===== config.mk =====
export PLATFORM = sky130hd
export DESIGN_NAME = slm_ctrl
export DESIGN_NICKNAME = d
export VERILOG_FILES = /design/src/rtl/core/slm_pkg.sv /design/src/rtl/core/slm_ctrl.sv
export SDC_FILE = /design/constraint.sdc
export NUM_CORES = 1
export LEC_CHECK = 0
export ABC_AREA = 1
export BUFFER_PORTS_ARGS = -buffer_cell sky130_fd_sc_hd__buf_2
export CAP_MARGIN = 40
export CORE_MARGIN = 10
export CORE_UTILIZATION = 60
export DETAILED_ROUTE_END_ITERATION = 7
export GPL_TIMING_DRIVEN = 0
export PLACE_DENSITY = 0.87
export SLEW_MARGIN = 40
export SYNTH_ARGS = -nofsm -noshare
export SYNTH_HDL_FRONTEND = slang
export SYNTH_SLANG_ARGS = --single-unit

===== constraint.sdc =====
create_clock -name aclk -period 5 [get_ports aclk]
set_input_delay 0.25 -clock aclk [delete_from_list [all_inputs] [get_ports aclk]]
set_output_delay 0.25 -clock aclk [all_outputs]
set_load 0.02 [all_outputs]

===== src/rtl/core/slm_pkg.sv =====
`timescale 1ns / 1ps

package slm_pkg;

    // Store geometry.
    localparam int SLOTS      = 1024;
    localparam int VALUE_BITS = 32;
    localparam int SLOT_W     = $clog2(SLOTS);
    localparam int CNT_W      = $clog2(SLOTS - 1);

    // Fixed field widths of the stream words.
    localparam int POS_W       = 10;
    localparam int VAL_W       = 32;
    localparam int LEN_W       = 10;
    localparam int SLOT_FLD_W  = 10;
    localparam int STATUS_W    = 2;
    localparam int S_TDATA_W   = ((POS_W + VAL_W + 7) / 8) * 8;
    localparam int M_TDATA_W   = ((STATUS_W + LEN_W + SLOT_FLD_W + 7) / 8) * 8;
    localparam int CMP_W       = ((POS_W > CNT_W) ? POS_W : CNT_W) + 1;

    localparam logic [SLOT_W-1:0] FREE_SLOT = '0;
    localparam logic [SLOT_W-1:0] HEAD_SLOT = SLOT_W'(SLOTS - 1);
    localparam logic [SLOT_W-1:0] LAST_FREE = SLOT_W'(SLOTS - 2);

    // Operation codes carried in tuser.
    localparam logic FUNC_INSERT = 1'b0;
    localparam logic FUNC_DELETE = 1'b1;

    // Status codes.
    localparam logic [STATUS_W-1:0] STATUS_OK    = 2'd0;
    localparam logic [STATUS_W-1:0] STATUS_RANGE = 2'd1;
    localparam logic [STATUS_W-1:0] STATUS_FULL  = 2'd2;

    typedef struct packed {
        logic              wr_en;
        logic [SLOT_W-1:0] wr_addr;
        logic [SLOT_W-1:0] wr_data;
        logic [SLOT_W-1:0] rd_addr;
    } link_req_t;

    typedef struct packed {
        logic                  valid;
        logic [STATUS_W-1:0]   status;
        logic [LEN_W-1:0]      length;
        logic [SLOT_FLD_W-1:0] slot;
    } result_t;

    // A link that points past the store is treated as the end of a chain.
    function automatic logic [SLOT_W-1:0] fix_link(input logic [SLOT_W-1:0] lnk);
        return (32'(lnk) < SLOTS) ? lnk : '0;
    endfunction

endpackage


===== src/rtl/core/slm_ctrl.sv =====
`timescale 1ns / 1ps

module slm_ctrl (
    input  logic                           aclk,
    input  logic                           aresetn,
    input  logic                           in_valid,
    output logic                           in_ready,
    input  logic                           in_func,
    input  logic [slm_pkg::POS_W-1:0]      in_pos,
    input  logic signed [slm_pkg::VAL_W-1:0] in_value,
    output slm_pkg::link_req_t             link_req,
    input  logic [slm_pkg::SLOT_W-1:0]     link_rdata,
    output slm_pkg::result_t               result,
    input  logic                           result_ready
);
    import slm_pkg::*;

    typedef enum logic [9:0] {
        ST_INIT     = 10'b00_0000_0001,
        ST_IDLE     = 10'b00_0000_0010,
        ST_INS_FREE = 10'b00_0000_0100,
        ST_INS_NEXT = 10'b00_0000_1000,
        ST_WALK     = 10'b00_0001_0000,
        ST_INS_LINK = 10'b00_0010_0000,
        ST_DEL_A    = 10'b00_0100_0000,
        ST_DEL_B    = 10'b00_1000_0000,
        ST_DEL_C    = 10'b01_0000_0000,
        ST_RESP     = 10'b10_0000_0000
    } state_t;

    state_t                state_reg, state_next;
    logic [SLOT_W-1:0]     idx_reg, idx_next;
    logic                  func_reg, func_next;
    logic [POS_W-1:0]      steps_reg, steps_next;
    logic [SLOT_W-1:0]     cur_reg, cur_next;
    logic [SLOT_W-1:0]     slot_reg, slot_next;
    logic [STATUS_W-1:0]   status_reg, status_next;
    logic [CNT_W-1:0]      count_reg, count_next;
    logic [VALUE_BITS-1:0] value_reg, value_next;

    logic [SLOT_W-1:0]     link_rd;
    logic [CMP_W-1:0]      pos_ext;
    logic [CMP_W-1:0]      count_ext;
    logic                  ins_bad;
    logic                  del_bad;
    logic                  val_we;

    // Element values; they are kept but feed no result.
    logic [VALUE_BITS-1:0] value_mem [SLOTS];

    assign link_rd   = fix_link(link_rdata);
    assign pos_ext   = CMP_W'(in_pos);
    assign count_ext = CMP_W'(count_reg);
    assign ins_bad   = (pos_ext == '0) || (pos_ext > count_ext + CMP_W'(1));
    assign del_bad   = (pos_ext == '0) || (pos_ext > count_ext);

    always_comb begin
        state_next  = state_reg;
        idx_next    = idx_reg;
        func_next   = func_reg;
        steps_next  = steps_reg;
        cur_next    = cur_reg;
        slot_next   = slot_reg;
        status_next = status_reg;
        count_next  = count_reg;
        value_next  = value_reg;
        link_req    = '0;
        in_ready    = 1'b0;
        val_we      = 1'b0;
        result      = '0;

        unique case (state_reg)
            ST_INIT: begin
                link_req.wr_en   = 1'b1;
                link_req.wr_addr = idx_reg;
                link_req.wr_data = (idx_reg < LAST_FREE) ? idx_reg + SLOT_W'(1) : '0;
                if (idx_reg == HEAD_SLOT) begin
                    state_next = ST_IDLE;
                end else begin
                    idx_next = idx_reg + SLOT_W'(1);
                end
            end
            ST_IDLE: begin
                in_ready = 1'b1;
                if (in_valid) begin
                    func_next   = in_func;
                    value_next  = VALUE_BITS'($unsigned(in_value));
                    steps_next  = in_pos - POS_W'(1);
                    cur_next    = HEAD_SLOT;
                    slot_next   = '0;
                    status_next = STATUS_OK;
                    if (in_func == FUNC_INSERT) begin
                        if (ins_bad) begin
                            status_next = STATUS_RANGE;
                            state_next  = ST_RESP;
                        end else begin
                            link_req.rd_addr = FREE_SLOT;
                            state_next       = ST_INS_FREE;
                        end
                    end else begin
                        if (del_bad) begin
                            status_next = STATUS_RANGE;
                            state_next  = ST_RESP;
                        end else begin
                            link_req.rd_addr = HEAD_SLOT;
                            state_next       = ST_WALK;
                        end
                    end
                end
            end
            ST_INS_FREE: begin
                if (link_rd == '0) begin
                    status_next = STATUS_FULL;
                    state_next  = ST_RESP;
                end else begin
                    slot_next        = link_rd;
                    link_req.rd_addr = link_rd;
                    val_we           = 1'b1;
                    state_next       = ST_INS_NEXT;
                end
            end
            ST_INS_NEXT: begin
                // Pop the slot off the free chain, then start at the data head.
                link_req.wr_en   = 1'b1;
                link_req.wr_addr = FREE_SLOT;
                link_req.wr_data = link_rd;
                link_req.rd_addr = HEAD_SLOT;
                state_next       = ST_WALK;
            end
            ST_WALK: begin
                if (steps_reg == '0) begin
                    if (func_reg == FUNC_INSERT) begin
                        link_req.wr_en   = 1'b1;
                        link_req.wr_addr = slot_reg;
                        link_req.wr_data = link_rd;
                        state_next       = ST_INS_LINK;
                    end else begin
                        slot_next        = link_rd;
                        link_req.rd_addr = link_rd;
                        state_next       = ST_DEL_A;
                    end
                end else begin
                    cur_next         = link_rd;
                    link_req.rd_addr = link_rd;
                    steps_next       = steps_reg - POS_W'(1);
                end
            end
            ST_INS_LINK: begin
                link_req.wr_en   = 1'b1;
                link_req.wr_addr = cur_reg;
                link_req.wr_data = slot_reg;
                count_next       = count_reg + CNT_W'(1);
                state_next       = ST_RESP;
            end
            ST_DEL_A: begin
                link_req.wr_en   = 1'b1;
                link_req.wr_addr = cur_reg;
                link_req.wr_data = link_rd;
                link_req.rd_addr = FREE_SLOT;
                state_next       = ST_DEL_B;
            end
            ST_DEL_B: begin
                link_req.wr_en   = 1'b1;
                link_req.wr_addr = slot_reg;
                link_req.wr_data = link_rd;
                state_next       = ST_DEL_C;
            end
            ST_DEL_C: begin
                link_req.wr_en   = 1'b1;
                link_req.wr_addr = FREE_SLOT;
                link_req.wr_data = slot_reg;
                count_next       = count_reg - CNT_W'(1);
                state_next       = ST_RESP;
            end
            ST_RESP: begin
                result.valid  = 1'b1;
                result.status = status_reg;
                result.length = LEN_W'(count_reg);
                result.slot   = SLOT_FLD_W'(slot_reg);
                if (result_ready) begin
                    state_next = ST_IDLE;
                end
            end
            default: begin
                state_next = ST_INIT;
                idx_next   = '0;
            end
        endcase
    end

    always_ff @(posedge aclk) begin
        if (!aresetn) begin
            state_reg <= ST_INIT;
            idx_reg   <= '0;
            count_reg <= '0;
        end else begin
            state_reg <= state_next;
            idx_reg   <= idx_next;
            count_reg <= count_next;
        end
    end

    always_ff @(posedge aclk) begin
        func_reg   <= func_next;
        steps_reg  <= steps_next;
        cur_reg    <= cur_next;
        slot_reg   <= slot_next;
        status_reg <= status_next;
        value_reg  <= value_next;
    end

    always_ff @(posedge aclk) begin
        if (val_we) begin
            value_mem[link_rd] <= value_reg;
        end
    end

endmodule


==> qor.csv <==
stage,metric,value,unit
critical_path,cp_num_buf_inv,1,
power,cellLeakagePower,2.755,nW
timing,whs,0.1197,ns
placed_design,port_buffers,79,
detailed_routing,via_count,5149,
critical_path,crit_required,5.20,ns
detailed_routing,viasPerCell,5.683,
floorplan,dieArea,12250,um2
critical_path,cpMostUsedCell,nand2_1,
detailed_routing,drt_iter0_drc,582,
critical_path,r2r_cells,15,
detailed_routing,drt_pre_antenna_iters,5,
synth,netlist_top_cells_count,"nand2_1 (147), nor2_1 (109), inv_1 (101), nand3_1 (47), edfxtp_1 (33)",
timing,tns,0,ns
timing,min_period,2.749,ns
detailed_routing,ant_nets,0,
clock_tree,clk_pin_slew_worst_paths,0.08,ns
grt,grt_first_pass_wirelength,23380,um
synth,synth_cell_types,45,
critical_path,crit_cells,15,
placed_design,place_hpwl,11600,um
clock_tree,clock_latency,0.35,ns
power,power,0.001431,W
synth,async_reset_ff_frac,0,
critical_path,critPathLaunch,count_reg[0],
clock_tree,clockBufferDepth,2,
clock_tree,hold_buffers,0,
critical_path,crit_type,flop to flop,
synth,synth_compound_gate_area_share,0.1337,
outcome,status,"complete, no violations",
synth,ys_seq_elements,63,
power,cellPowerDensity,249.3,nW/um2
grt,antenna_found_initial,0,
clock_tree,cts_setup_buffers,0,
synth,yosys_warnings,0,
hold_path,holdPathStages,1,
timing,fin_skew,0.008677,ns
floorplan,start_util,0.6096,
cells_and_area,fin_nets,885,
floorplan,die_height,110.7,um
synth,syn_inst,704,
critical_path,crit_family,simple AND/OR/NAND/NOR gates,
cells_and_area,fill_cells,684,
grt,overflow,0,
timing,period_share,0.5498,
timing,rsz0062_at_grt,no,
synth,yosys.cell_count.top_type,nand2_1,
synth,syn-cell-area,4933,um2
synth,synth_edf_count,33,
placed_design,place_congestion,1.012,
critical_path,crit_fanout,8,
synth,ys_seq_area_frac,0.3226,
synth,synth_xor_area_frac,0.03373,
hold_path,hold_path.class,primary input to flop,
synth,synth.area.mux_share,0,
power,irDropWorstVdd,0.1897,mV
critical_path,worstPathArrival,2.95,ns
detailed_routing,drcViolationCount,0,
synth,synthTopCellsByArea,"edfxtp_1 (20%), dfxtp_1 (12%), nand2_1 (11%)",
timing,setup_violations,0,
grt,grt_pass1_vias,4761,
grt,grt_max_degree,13,
floorplan,core-area,8093,um2
cells_and_area,final_core_util,0.7092,
synth,yosys.area.top_type_share,0.2009,
cells_and_area,drive_above_1_share,0.1835,
critical_path,timing.rr.start,count_reg[0],
hold_path,min_from,in_func,
synth,synth_ff_type,edfxtp_1,
critical_path,critPathMaxStageDelay,0.50,ns
clock_tree,clock_sinks,63,
timing,relSlewSlack,0.6081,
timing,hold_viol_final,0,
synth,synth_top_family_by_area,simple AND/OR/NAND/NOR gates,
cells_and_area,n_antenna_cell,0,
detailed_routing,routedWlPerCell,16.16,um
floorplan,num_rows,33,
clock_tree,cts_made_buffers,9,
timing,tightest_slew,0.5829,ns
clock_tree,cts_tree,yes,
run,max-cap-violations,0,
synth,syn_nets,793,
clock_tree,cts-htree-levels,3,
placed_design,place_ws,2.372,ns
critical_path,cp-end-kind,flop,
critical_path,slowest_stage,dfxtp_1,
critical_path,start_kind,flop,
synth,synthAdderAreaFrac,0.08268,
timing,fmax,363.8,MHz
grt,grt_usage,0.2252,
synth,yosysTopAreaCell,edfxtp_1,
floorplan,die-width,110.7,um
cells_and_area,area_delta_synth_final,16.33,%
clock_tree,cts_root_buf,clkbuf_8,
clock_tree,post_cts_resize_count,0,
critical_path,path_cells,"ha_1, nand3_1, nor2_1, nand2_1, xor2_1, ha_1, nand2_1, inv_1, a21oi_1, nand3_1, nand2_1, nand2_1, nand2_1, nand2_1, nor4_1",
synth,syn_avg_cell_area,7.008,um2
detailed_routing,routed_wl,14640,um
timing,fin_ws,2.251,ns
synth,synth-simple-area-share,0.3261,
timing,slew_viol_final,0,
floorplan,pin_count,112,
final timing paths:
check	to	slack, ns
max	state_reg[2]	2.25
max reg2reg	state_reg[2]	2.25
min reg2reg	idx_reg[7]	0.51
min	func_reg	0.12
area by class of cell:
cell class | count | area [um2] | area share
buffer | 14 | 81.33 | 0.01417
clock buffer | 9 | 123.9 | 0.02158
clock inverter | 7 | 121.4 | 0.02115
inverter | 110 | 417.9 | 0.07281
multi-input combinational | 517 | 2860 | 0.4984
sequential | 63 | 1592 | 0.2773
tap | 105 | 131.4 | 0.02289
timing repair buffer | 81 | 411.6 | 0.07172
routing by layer:
layer	GRT usage	share of wire
met1	0.2823	0.42
met2	0.3833	0.49
met3	0.03896	0.079
met4	0.06771	0.019
met5	0	0
report_power, final:
group	switching [W]	total, W	internal, W
clock network	0.000218	0.000551	0.000333
logic	0.000197	0.000304	0.000107
registers	0.0000202	0.000576	0.000556
total	0.000435	0.00143	0.000996
cells by family (layout without fill, tap and decap cells):
| family | count (synthesis) | count (layout) |
|---|---|---|
| and+or+nand+nor | 359 | 359 |
| DFF | 63 | 63 |
| buffers and inverters | 124 | 221 |
| xor gates and xnor gates | 19 | 19 |
| AOI/OAI and AO/OA | 107 | 107 |
| adders and majority gates | 32 | 32 |
per-stage QoR:
step | instances | cell area [um2]
6_report | 906 | 5739
3_3_place_gp | 888 | 5460
2_1_floorplan | 704 | 4933
4_1_cts | 906 | 5739
3_5_place_dp | 890 | 5494
5_1_grt | 906 | 5739
cells in the final DEF (no fill, tap or decap), types with 2 or more instances in the layout:
cell / instances
a21o_1: 2
a21oi_1: 29
a21oi_2: 2
a22oi_1: 8
and3_1: 2
buf_2: 82
buf_6: 4
bufinv_16: 3
clkbuf_1: 8
clkbuf_8: 9
clkinv_4: 4
dfxtp_1: 30
edfxtp_1: 33
ha_1: 31
inv_1: 101
inv_2: 7
nand2_1: 147
nand2_2: 6
nand2_4: 3
nand3_1: 47
nand3_2: 4
nand4_1: 14
nor2_1: 109
nor2_2: 12
nor3_1: 7
o211ai_1: 15
o21ai_0: 26
o21ai_2: 3
o21bai_1: 9
o22ai_1: 7
xnor2_1: 5
xor2_1: 14
(Power assumes the default switching activity.)
